[src/sv/mbps_pkg.sv]
// ----------------------------------------------------------------------------
// mbps_pkg
// Shared constants and types for the masked byte pattern search core.
// ----------------------------------------------------------------------------
package mbps_pkg;

	localparam int MAX_PATTERN_BYTES = 32;
	localparam int OFFSET_BITS       = 24;
	localparam int COUNT_BITS        = OFFSET_BITS + 1;
	localparam int LEN_BITS          = $clog2(MAX_PATTERN_BYTES + 1);

	localparam int CFG_DATA_BITS  = 64;
	localparam int CFG_INDEX_BITS = 3;
	localparam int PLEN_BITS      = 6;
	localparam int MASK_BITS      = 32;
	localparam int PAT_WORDS      = 4;

	localparam logic [CFG_INDEX_BITS-1:0] REG_PATTERN_LENGTH = 3'd0;
	localparam logic [CFG_INDEX_BITS-1:0] REG_PATTERN_WORD0  = 3'd1;
	localparam logic [CFG_INDEX_BITS-1:0] REG_PATTERN_WORD1  = 3'd2;
	localparam logic [CFG_INDEX_BITS-1:0] REG_PATTERN_WORD2  = 3'd3;
	localparam logic [CFG_INDEX_BITS-1:0] REG_PATTERN_WORD3  = 3'd4;
	localparam logic [CFG_INDEX_BITS-1:0] REG_COMPARE_MASK   = 3'd5;

	typedef struct packed {
		logic                   found;
		logic [OFFSET_BITS-1:0] offset;
	} result_t;

endpackage

[src/sv/mbps_cell.sv]
// ----------------------------------------------------------------------------
// mbps_cell
// One window byte of the search chain with its masked compare.
// ----------------------------------------------------------------------------
module mbps_cell (
	input  logic       clk,
	input  logic       shift_en,
	input  logic [7:0] byte_in,
	input  logic [7:0] pat_byte,
	input  logic       cmp_en,
	output logic [7:0] byte_out,
	output logic       hit
);

	logic [7:0] byte_q;

	always_ff @(posedge clk) begin
		if (shift_en) begin
			byte_q <= byte_in;
		end
	end

	// compare against the byte that enters this cell
	assign hit      = !cmp_en || (byte_in == pat_byte);
	assign byte_out = byte_q;

endmodule

[src/sv/mbps_out_buf.sv]
// ----------------------------------------------------------------------------
// mbps_out_buf
// Two-entry result buffer: output register plus skid register.
// ----------------------------------------------------------------------------
module mbps_out_buf (
	input  logic             clk,
	input  logic             arst_n,
	input  logic             push,
	input  mbps_pkg::result_t push_data,
	output logic             full,
	output logic             out_valid,
	input  logic             out_stall,
	output mbps_pkg::result_t out_data
);
	import mbps_pkg::*;

	logic    out_valid_q;
	logic    skid_valid_q;
	result_t out_q;
	result_t skid_q;
	logic    take;

	assign take = out_valid_q && !out_stall;

	always_ff @(posedge clk or negedge arst_n) begin
		if (!arst_n) begin
			out_valid_q  <= 1'b0;
			skid_valid_q <= 1'b0;
		end else begin
			if (push) begin
				if (!out_valid_q || take) begin
					out_valid_q <= 1'b1;
				end else begin
					skid_valid_q <= 1'b1;
				end
			end else if (take) begin
				if (skid_valid_q) begin
					skid_valid_q <= 1'b0;
				end else begin
					out_valid_q <= 1'b0;
				end
			end
		end
	end

	always_ff @(posedge clk) begin
		if (push) begin
			if (!out_valid_q || take) begin
				out_q <= push_data;
			end else begin
				skid_q <= push_data;
			end
		end else if (take && skid_valid_q) begin
			out_q <= skid_q;
		end
	end

	assign full      = skid_valid_q;
	assign out_valid = out_valid_q;
	assign out_data  = out_q;

endmodule

[src/sv/masked_byte_pattern_search_core.sv]
// ----------------------------------------------------------------------------
// masked_byte_pattern_search_core
// Streams a buffer one byte per transaction through a chain of window cells
// and reports the first offset where the masked pattern matches.
// ----------------------------------------------------------------------------
//  channel  signals                          direction
//  input    in_valid in_stall data_byte ...  byte in, last_byte ends buffer
//  output   out_valid out_stall found ...    one result per buffer
//  config   cfg_we cfg_index cfg_data        register write, no read-back
//
//  one byte per cycle while not stalled; the cells shift on each accepted
//  byte, compares and offset subtract are combinational, and the result is
//  registered into a two-entry output buffer that lets input continue while
//  a result is held; input stalls only when both entries are full.
//  reset clears count, found flag and buffer valids; no clearing pass.
// ----------------------------------------------------------------------------
module masked_byte_pattern_search_core (
	input  logic                                  clk,
	input  logic                                  arst_n,
	input  logic                                  cfg_we,
	input  logic [mbps_pkg::CFG_INDEX_BITS-1:0]   cfg_index,
	input  logic [mbps_pkg::CFG_DATA_BITS-1:0]    cfg_data,
	input  logic                                  in_valid,
	output logic                                  in_stall,
	input  logic [7:0]                            data_byte,
	input  logic                                  last_byte,
	output logic                                  out_valid,
	input  logic                                  out_stall,
	output logic                                  found,
	output logic [mbps_pkg::OFFSET_BITS-1:0]      match_offset
);
	import mbps_pkg::*;

	localparam int WIN_BITS = MAX_PATTERN_BYTES * 8;
	localparam logic [COUNT_BITS-1:0] COUNT_MAX = {COUNT_BITS{1'b1}};

	logic [PLEN_BITS-1:0]     pattern_length_q;
	logic [CFG_DATA_BITS-1:0] pattern_word_q [PAT_WORDS];
	logic [MASK_BITS-1:0]     compare_mask_q;

	logic [COUNT_BITS-1:0] count_q;
	logic                  done_q;

	logic [LEN_BITS-1:0]          eff_len;
	logic [LEN_BITS-1:0]          shamt;
	logic [PAT_WORDS*CFG_DATA_BITS-1:0] pat_all;
	logic [WIN_BITS-1:0]          aligned_pat;
	logic [MAX_PATTERN_BYTES-1:0] len_ones;
	logic [MAX_PATTERN_BYTES-1:0] aligned_mask;

	logic [7:0]                   cell_byte [MAX_PATTERN_BYTES];
	logic [MAX_PATTERN_BYTES-1:0] cell_hit;

	logic                  accept;
	logic [COUNT_BITS-1:0] count_n;
	logic [COUNT_BITS-1:0] start;
	logic                  match;
	logic                  push;
	result_t               push_data;
	result_t               out_data;
	logic                  buf_full;

	// configuration registers
	always_ff @(posedge clk or negedge arst_n) begin
		if (!arst_n) begin
			pattern_length_q <= PLEN_BITS'(1);
			for (int w = 0; w < PAT_WORDS; w++) begin
				pattern_word_q[w] <= '0;
			end
			compare_mask_q <= '1;
		end else if (cfg_we) begin
			unique case (cfg_index)
				REG_PATTERN_LENGTH: pattern_length_q <= cfg_data[PLEN_BITS-1:0];
				REG_PATTERN_WORD0:  pattern_word_q[0] <= cfg_data;
				REG_PATTERN_WORD1:  pattern_word_q[1] <= cfg_data;
				REG_PATTERN_WORD2:  pattern_word_q[2] <= cfg_data;
				REG_PATTERN_WORD3:  pattern_word_q[3] <= cfg_data;
				REG_COMPARE_MASK:   compare_mask_q <= cfg_data[MASK_BITS-1:0];
				default: begin
				end
			endcase
		end
	end

	// effective length and pattern aligned to the newest window byte
	always_comb begin
		priority if (pattern_length_q == '0) begin
			eff_len = LEN_BITS'(1);
		end else if (pattern_length_q > PLEN_BITS'(MAX_PATTERN_BYTES)) begin
			eff_len = LEN_BITS'(MAX_PATTERN_BYTES);
		end else begin
			eff_len = LEN_BITS'(pattern_length_q);
		end
	end

	assign shamt = LEN_BITS'(MAX_PATTERN_BYTES) - eff_len;

	always_comb begin
		for (int w = 0; w < PAT_WORDS; w++) begin
			pat_all[w*CFG_DATA_BITS +: CFG_DATA_BITS] = pattern_word_q[w];
		end
	end

	assign aligned_pat  = pat_all[WIN_BITS-1:0] << {shamt, 3'b000};
	assign len_ones     = {MAX_PATTERN_BYTES{1'b1}} >> shamt;
	assign aligned_mask = (compare_mask_q[MAX_PATTERN_BYTES-1:0] & len_ones) << shamt;

	assign accept = in_valid && !in_stall;

	// window chain, newest byte enters the top cell
	for (genvar k = 0; k < MAX_PATTERN_BYTES; k++) begin : g_cell
		logic [7:0] cell_in;
		if (k == MAX_PATTERN_BYTES - 1) begin : g_top
			assign cell_in = data_byte;
		end else begin : g_mid
			assign cell_in = cell_byte[k+1];
		end
		mbps_cell u_cell (
			.clk      (clk),
			.shift_en (accept),
			.byte_in  (cell_in),
			.pat_byte (aligned_pat[k*8 +: 8]),
			.cmp_en   (aligned_mask[k]),
			.byte_out (cell_byte[k]),
			.hit      (cell_hit[k])
		);
	end

	assign count_n = (count_q == COUNT_MAX) ? count_q : count_q + COUNT_BITS'(1);
	assign start   = count_n - COUNT_BITS'(eff_len);
	assign match   = !done_q && (count_n >= COUNT_BITS'(eff_len))
		&& !start[COUNT_BITS-1] && (&cell_hit);

	assign push = accept && !done_q && (match || last_byte);
	assign push_data.found  = match;
	assign push_data.offset = match ? start[OFFSET_BITS-1:0] : '0;

	always_ff @(posedge clk or negedge arst_n) begin
		if (!arst_n) begin
			count_q <= '0;
			done_q  <= 1'b0;
		end else if (accept) begin
			if (last_byte) begin
				count_q <= '0;
				done_q  <= 1'b0;
			end else if (!done_q) begin
				count_q <= count_n;
				done_q  <= match;
			end
		end
	end

	mbps_out_buf u_out_buf (
		.clk       (clk),
		.arst_n    (arst_n),
		.push      (push),
		.push_data (push_data),
		.full      (buf_full),
		.out_valid (out_valid),
		.out_stall (out_stall),
		.out_data  (out_data)
	);

	assign in_stall     = buf_full;
	assign found        = out_data.found;
	assign match_offset = out_data.offset;

	// full buffer implies a result is presented
	a_full_has_out: assert property (@(posedge clk) disable iff (!arst_n)
		buf_full |-> out_valid)
		else $error("skid entry held without output entry");

	// no result between a match and the end of its buffer
	a_quiet_after_match: assert property (@(posedge clk) disable iff (!arst_n)
		(done_q && accept) |-> !push)
		else $error("result after match in same buffer");

	// a match leaves the found flag set unless the buffer ended
	a_done_after_match: assert property (@(posedge clk) disable iff (!arst_n)
		(push && push_data.found && !last_byte) |=> done_q)
		else $error("found flag not set after match");

	// a buffer end always clears the search state
	a_clear_on_last: assert property (@(posedge clk) disable iff (!arst_n)
		(accept && last_byte) |=> (!done_q && count_q == '0))
		else $error("state not cleared at end of buffer");

endmodule

[config.mk]
export PLATFORM = sky130hd
export DESIGN_NAME = masked_byte_pattern_search_core
export DESIGN_NICKNAME = d
export VERILOG_FILES = /design/src/sv/mbps_pkg.sv /design/src/sv/mbps_cell.sv /design/src/sv/mbps_out_buf.sv /design/src/sv/masked_byte_pattern_search_core.sv
export SDC_FILE = /design/constraint.sdc
export NUM_CORES = 2
export LEC_CHECK = 0
export ABC_AREA = 1
export BUFFER_PORTS_ARGS = -buffer_cell sky130_fd_sc_hd__buf_2
export CAP_MARGIN = 0
export CORE_MARGIN = 2
export CORE_UTILIZATION = 35
export DETAILED_ROUTE_END_ITERATION = 8
export HOLD_SLACK_MARGIN = 0.08
export PLACE_DENSITY = 0.57
export SLEW_MARGIN = 20
export SYNTH_ARGS = -nofsm -noshare
export SYNTH_HDL_FRONTEND = slang
export SYNTH_SLANG_ARGS = --single-unit
export TNS_END_PERCENT = 100
[constraint.sdc]
create_clock -name clk -period 21 [get_ports clk]
set_clock_uncertainty 0.1 [all_clocks]
set_input_delay 4.2 -clock clk [delete_from_list [all_inputs] [get_ports clk]]
set_output_delay 4.2 -clock clk [all_outputs]
set_load 0.02 [all_outputs]
# --- Yosys cells after proc, flatten, opt, wreduce, memory -nomap -nowiden ---
# Cells that the tools add are included.
word_totals:
  reg_bits: 620
  in_bits: 81
  output_inout_bits: 27
  wordCells: 210
classes:
  n_addsub: 3
  order_cmp: 2
  n_eq_ne: 42
  n_shift: 3
  mux: 18
  bitwise: 2
  reduce_logical: 95
op_table:
  columns: ["cell", "n"]
  rows:
  - ["$eq A8 B8 Y1", 32]
  - ["$shl A256 B9 Y256", 1]
  - ["$mux W25", 6]
  - ["$logic_not A1 Y1", 37]
  - ["$logic_or A1 B1 Y1", 34]
  - ["$and A32 B32 Y32", 1]
  - ["$reduce_and A32 Y1", 1]
  - ["$shl A32 B6 Y32", 1]
  - ["$shr A32 B6 Y32 const A", 1]
  - ["$add A25 B1 Y25 const B", 1]
  - ["$eq A25 B25 Y1 const B", 1]
  - ["$ge A25 B6 Y1", 1]
  - ["$sub A25 B6 Y25", 1]
  - ["$mux W24", 1]
  - ["$reduce_and A2 Y1", 10]
  - ["$mux W6", 2]
  - ["$mux W1", 9]
  - ["$logic_and A1 B1 Y1", 8]
  - ["$eq A3 B2 Y1 const B", 2]
  - ["$eq A3 B3 Y1 const B", 2]
  - ["$gt A6 B6 Y1 const B", 1]
  - ["$logic_not A6 Y1", 1]
  - ["$ne A2 B2 Y1 const B", 3]
  - ["$sub A6 B6 Y6 const A", 1]
  - ["other kinds (6)", 7]

# --- Depth between registers and ports, before layout ---
logic_depth:
  depth_word: 15
  mapped_depth: 38
  depth_no_buf: 34

# --- By module ---
# Synthesis repeated with hierarchy kept, for this count alone.
unflattened:
  hier_cells: 6025
  hier_area_um2: 41755.0
modules_own_cells:
  columns: ["module", "instances", "cells_each", "area_per_inst_um2", "seq_area_each_um2"]
  rows:
  - ["masked_byte_pattern_search_core", 1, 4600, 27637.8, 8049.0]
  - ["mbps_cell", 32, 40, 380.4, 240.2]
  - ["mbps_out_buf", 1, 145, 1945.6, 1551.5]

# --- Worst setup path before layout ---
# No wires, ideal clock.
synth_timing:
  kind: "input port to flip-flop"
  startpoint: "input in_valid"
  endpoint: "register u_out_buf.out_q (netlist bit u_out_buf.out_data[19]), data pin"
  setup_ps: 145
  t_arrival_ps: 10171
  t_required_ps: 20755
  slack_ps: 10584
  stages: 5
  path_buffers: 1
  cell_sequence: "nand2_1 -> inv_1 -> nand2_2 -> buf_6 -> o21ai_1"
synth_between:
  elab_chain_cells: 4
synth_lines:
  columns: ["item", "line_no", "source"]
  rows:
  - ["from (decl)", "masked_byte_pattern_search_core.sv:23", "input logic in_valid,"]
  - ["$logic_and A1 B1 Y1", "masked_byte_pattern_search_core.sv:108", "assign accept = in_valid && !in_stall;"]
  - ["named net accept", "masked_byte_pattern_search_core.sv:54", "logic accept;"]
  - ["$logic_and A1 B1 Y1 (2 in series)", "masked_byte_pattern_search_core.sv:134", "assign push = accept && !done_q && (match || last_byte);"]
  - ["$mux W25", "mbps_out_buf.sv:47", "if (push) begin"]
  - ["to (signal assigned)", "mbps_out_buf.sv:49", "out_q <= push_data;"]
  - ["to (signal assigned)", "mbps_out_buf.sv:54", "out_q <= skid_q;"]
  - ["to (decl)", "mbps_out_buf.sv:19", "result_t out_q;"]
# The timed path passes the listed nets, and every way through them passes these cells.
# A chain may end at the register's enable or synchronous reset.

# --- Final worst setup path ---
layout_timing:
  startpoint: "register pattern_length_q[2]"
  endpoint: "register u_out_buf.out_q (netlist bit u_out_buf.out_data[23]), enable pin"
layout_between:
  elab_chain_cells: 15
  word_cells_on_any_way: 117
  classes_between: "add/sub (2); order compare (2); eq/ne (33); shift (3); mux (2); bitwise (1); reduce/logical (74)"
layout_lines:
  columns: ["item", "line_no", "source"]
  rows:
  - ["from (decl)", "masked_byte_pattern_search_core.sv:37", "logic [PLEN_BITS-1:0] pattern_length_q;"]
  - ["from (signal assigned)", "masked_byte_pattern_search_core.sv:73", "REG_PATTERN_LENGTH: pattern_length_q <= cfg_data[PLEN_BITS-1:0];"]
  - ["$gt A6 B6 Y1", "masked_byte_pattern_search_core.sv:89", "end else if (pattern_length_q > PLEN_BITS'(MAX_PATTERN_BYTES)) begin"]
  - ["$mux W6", "masked_byte_pattern_search_core.sv:89", null]
  - ["$mux W6 (*)", "masked_byte_pattern_search_core.sv:87", "priority if (pattern_length_q == '0) begin"]
  - ["$sub A6 B6 Y6", "masked_byte_pattern_search_core.sv:96", "assign shamt = LEN_BITS'(MAX_PATTERN_BYTES) - eff_len;"]
  - ["$shr A32 B6 Y32", "masked_byte_pattern_search_core.sv:105", "assign len_ones = {MAX_PATTERN_BYTES{1'b1}} >> shamt;"]
  - ["$and A32 B32 Y32", "masked_byte_pattern_search_core.sv:106", "assign aligned_mask = (compare_mask_q[MAX_PATTERN_BYTES-1:0] & len_ones) << shamt;"]
  - ["$shl A32 B6 Y32", "masked_byte_pattern_search_core.sv:106", null]
  - ["$logic_not A1 Y1", "mbps_cell.sv:24", "assign hit = !cmp_en || (byte_in == pat_byte);"]
  - ["$logic_or A1 B1 Y1", "mbps_cell.sv:24", null]
  - ["$reduce_and A32 Y1", "masked_byte_pattern_search_core.sv:132", "&& !start[COUNT_BITS-1] && (&cell_hit);"]
  - ["$logic_and A1 B1 Y1 (*)", "masked_byte_pattern_search_core.sv:132", null]
  - ["$logic_or A1 B1 Y1 (*)", "masked_byte_pattern_search_core.sv:134", null]
  - ["$logic_and A1 B1 Y1 (*)", "masked_byte_pattern_search_core.sv:134", null]
  - ["$ne A2 B1 Y1 (no line) / $reduce_bool A2 Y1 (equally long branches)", null, null]
  - ["$reduce_and A2 Y1 (no line) (*)", null, null]
# Mark *: on every way between the ends. The rest lies on a longest branch, timed or not.

==> key figures <==
Setup path
  – Worst setup SP type: flop
  – R2r setup slk: around 12 ns
  – FF-to-FF End: u_out_buf.out_data[23]
  – Setup CP Type: flop to flop
  – Critical path data required time: around 21 ns
  – Critical path's slowest cell: o21ai_4
  – Crit path DAT: between 9 and 10 ns
  – Reg2reg start: pattern_length_q[2]
  – Worst reg-to-reg path cell count: 29
  – Critical path capture point type: flop
  – CP most frequent cell: nand2_1
  – Critical Path Max Stage Delay: ~0.67 ns
  – Critical Path Fanout Max: 110

Final layout
  – Synthesis-to-finish area growth: 8.97%
  – # nets final: 6451
  – Register area: approximately 17000 um2
  – Share of cells above drive strength 1: under 10%
  – Post-layout util: approximately 39%
  – Non-Filler Instances: between 8000 and 9000
  – Fillcell total: 13278
  – Multi-input logic area: between 20000 and 25000 um2

Status
  – Status: complete, but fails checks
  – Failing checks: design-rule violations

Drt
  – Routed vias: approximately 45000
  – Via density: about 5.6
  – Final WL: slightly below 200000 um
  – # DRC: 1
  – Post-route ant nets: 0
  – Wire length per cell: between 20 and 25 um
  – Initial drt markers: between 5000 and 6000
  – Drt pass-1 iters: 9

Clock tree
  – Clock slew at the register clock pins of the worst setup and hold paths: 0.07 ns
  – Post_cts resized: 0
  – Clock Latency Late Sink: ~0.7 ns
  – H-Tree Depth: 3
  – Post-CTS Hold Fix Bufs: 0
  – TritonCTS clock tree: built
  – CTS buffer count: 77
  – Clock tree buffer depth: 3
  – Clock sink count: a little over 600
  – Clk Tree Root Cell: clkbuf_16
  – Post-CTS setup buffers: 0

Die
  – Die Height: approximately 360 um
  – Num rows: roughly 130
  – Die X: about 360 um
  – # IOs: about 110
  – Starting density of the core: ~35%
  – Core area: approximately 120000 um2
  – Die Area: between 100000 and 150000 um2

Placed design
  – Gpl congestion: ~1
  – Pre-CTS setup slack: between 10 and 15 ns
  – Cells after DPL: 7916
  – # port buffers: around 110
  – Final HPWL DP: 142000 um

GRT
  – Final global-route overflow total: 0
  – First-pass GRT wire length: 281000 um
  – Vias in the first global route: 41888
  – Pin count of the biggest net entering global routing: ~120
  – Gr usage total: a little under 30%
  – Initial antenna violation count: 15

Hold path
  – Hold path startpoint: g_cell[3].u_cell.byte_out[4]
  – Hold WC Path Type: flop to flop
  – Hold path depth: 0
  – WHS Endpoint: g_cell[2].u_cell.byte_out[4]

Timing
  – Final worst slack: 12.20 ns
  – Final TNS setup: 0 ns
  – Setup-failing EPs final: 0
  – RSZ-0062 raised after global routing: no
  – Final Hold Fails: 0
  – Max Slew Vio Count: 0
  – Worst-Margin Slew: ~1.1 ns
  – F_max: roughly 110 MHz
  – Final Cycle Share: 41.9%
  – Slew margin rel.: a little over a quarter
  – Period minus WS final: around 9 ns

Flow run
  – Max-cap violations: 0

Yosys
  – Post-synth net total: approximately 6600
  – #FFs+latches synth: 620
  – Ys async rst share: about half
  – Mapped Area: between 40000 and 50000 um2
  – Yosys cell types: 42
  – Post-synthesis instance total: 6512
  – Syn Area/Cell: roughly 6.7 um2
  – Most used DFF post-synth: edfxtp_1
  – Number of enable flip-flop cells after synthesis: just under 300
  – Post-synthesis sequential area ratio: 39.0%
  – Synth Warn #: 0

Power and ir drop
  – Pleak: 22.7 nW
  – Final Power: 0.00788 W
  – Pwr/cell area: between 150 and 200 nW/um2
  – Max IR drop VDD: approximately 0.075 mV
layer usage:
metal	part of all wire (%)	global-route usage (%)
met5	0.042	0
met4	6.1	15.8
met3	8.4	5.54
met2	43	45.3
met1	42	39.9
stage by stage:
| stage | hold WS (ns) | instance area, um2 |
|---|---|---|
| finish | 0.355 | 47700 |
| CTS | 0.356 | 47700 |
| floorplan | 0.341 | 43800 |
| global placement | 0.345 | 45100 |
| global route | 0.376 | 47700 |
| detailed placement | 0.351 | 45100 |
synth_stat cells (32+ instances only):
cell type | count | share of area, %
buf_2 | 149 | 1.7
inv_1 | 439 | 3.8
dfstp_2 | 33 | 2.0
clkbuf_1 | 141 | 1.2
edfxtp_1 | 298 | 20
dfrtp_1 | 289 | 17
nand3b_1 | 93 | 1.6
nor2_1 | 339 | 2.9
xnor2_1 | 32 | 0.64
nand3_1 | 1607 | 18
a21oi_1 | 47 | 0.54
nand2_1 | 2245 | 19
xor2_1 | 104 | 2.1
o21ai_0 | 374 | 4.3
o21ai_1 | 39 | 0.45
nand4_1 | 72 | 1.0
buf_1 | 64 | 0.55
cells in the final DEF (no fill, tap or decap), types with 5 or more instances in the layout:
cell and count:
o211ai_1 5, buf_4 55, clkinv_1 5, o21ai_0 374
nor2_1 338, nand2_2 5, clkinv_4 5, clkinv_2 11
clkinv_8 6, o22ai_1 7, nor4_1 7, edfxtp_1 298
nand4_1 72, a21oi_1 47, nor3_1 23, clkbuf_8 8
nand3b_1 93, nand2_1 2241, inv_6 5, clkbuf_1 13
inv_1 437, xor2_1 104, xnor2_1 32, o21bai_1 9
dfrtp_1 289, bufinv_16 6, and2_1 5, nand3_1 1604
clkbuf_16 78, buf_2 106, o21ai_1 38, dfstp_2 33
clkinvlp_4 6, ha_1 9, nand2_4 5
kinds of logic (layout without fill, tap and decap cells):
kind of cell             count (synthesis)  count (layout)  share of synthesized area (%)
AO/OA/AOI/OAI                          485             485                           5.67
XOR/XNOR                               137             137                           2.79
adder cells (fa/ha/maj)                 12              12                          0.360
buffers and inverters                  843             752                           8.14
flip-flops                             620             620                           39.0
other                                    0               2                              0
AND/OR/NAND/NOR                       4415            4415                           44.1
worst max-delay path by stage:
stage                         from                endpoint  slack, ns  cells after the start
2_1_floorplan             in_valid  u_out_buf.out_data[19]      10.58                      5
3_3_place_gp   pattern_length_q[2]  u_out_buf.out_data[19]      12.05                     29
3_5_place_dp   pattern_length_q[2]   u_out_buf.out_data[1]      12.28                     29
4_1_cts        pattern_length_q[2]  u_out_buf.out_data[23]      12.27                     29
5_1_grt        pattern_length_q[2]  u_out_buf.out_data[23]      11.70                     29
6_report       pattern_length_q[2]  u_out_buf.out_data[23]      12.20                     29
worst max-delay path: cells and delay by family (launching register included):
kind | cells | cell delay (ns)
AOI/OAI and AO/OA | 2 | 0.95
and+or+nand+nor | 20 | 3.75
buffers and inverters | 5 | 2.05
adders and majority gates | 2 | 0.99
DFF | 1 | 0.42
area by class of cell:
type / count / share of cell area [%]
tap: 1637 / 4.30
clock inverter: 43 / 0.992
inverter: 446 / 3.58
clock buffer: 99 / 4.43
timing repair buffer: 164 / 2.09
sequential: 620 / 35.8
antenna: 2 / 0.0105
multi-input combinational: 5049 / 48.8
flip-flops by register name, summed over array words and instances, names as in the netlist:
register / cells
count_q: 25
u_out_buf.out_valid: 1
compare_mask_q: 32
u_out_buf.out_data: 25
g_cell.u_cell.byte_out: 248
pattern_length_q: 6
u_out_buf.full: 1
pat_all: 256
u_out_buf.skid_q: 25
done_q: 1
report_power, final:
part | total (W) | internal, W | switching (W) | leakage [nW]
registers | 0.00175 | 0.00156 | 0.000190 | 6.86
clock network | 0.00138 | 0.000793 | 0.000592 | 1.25
logic | 0.00474 | 0.00123 | 0.00351 | 14.6
Power figures use the tool's default switching activity.
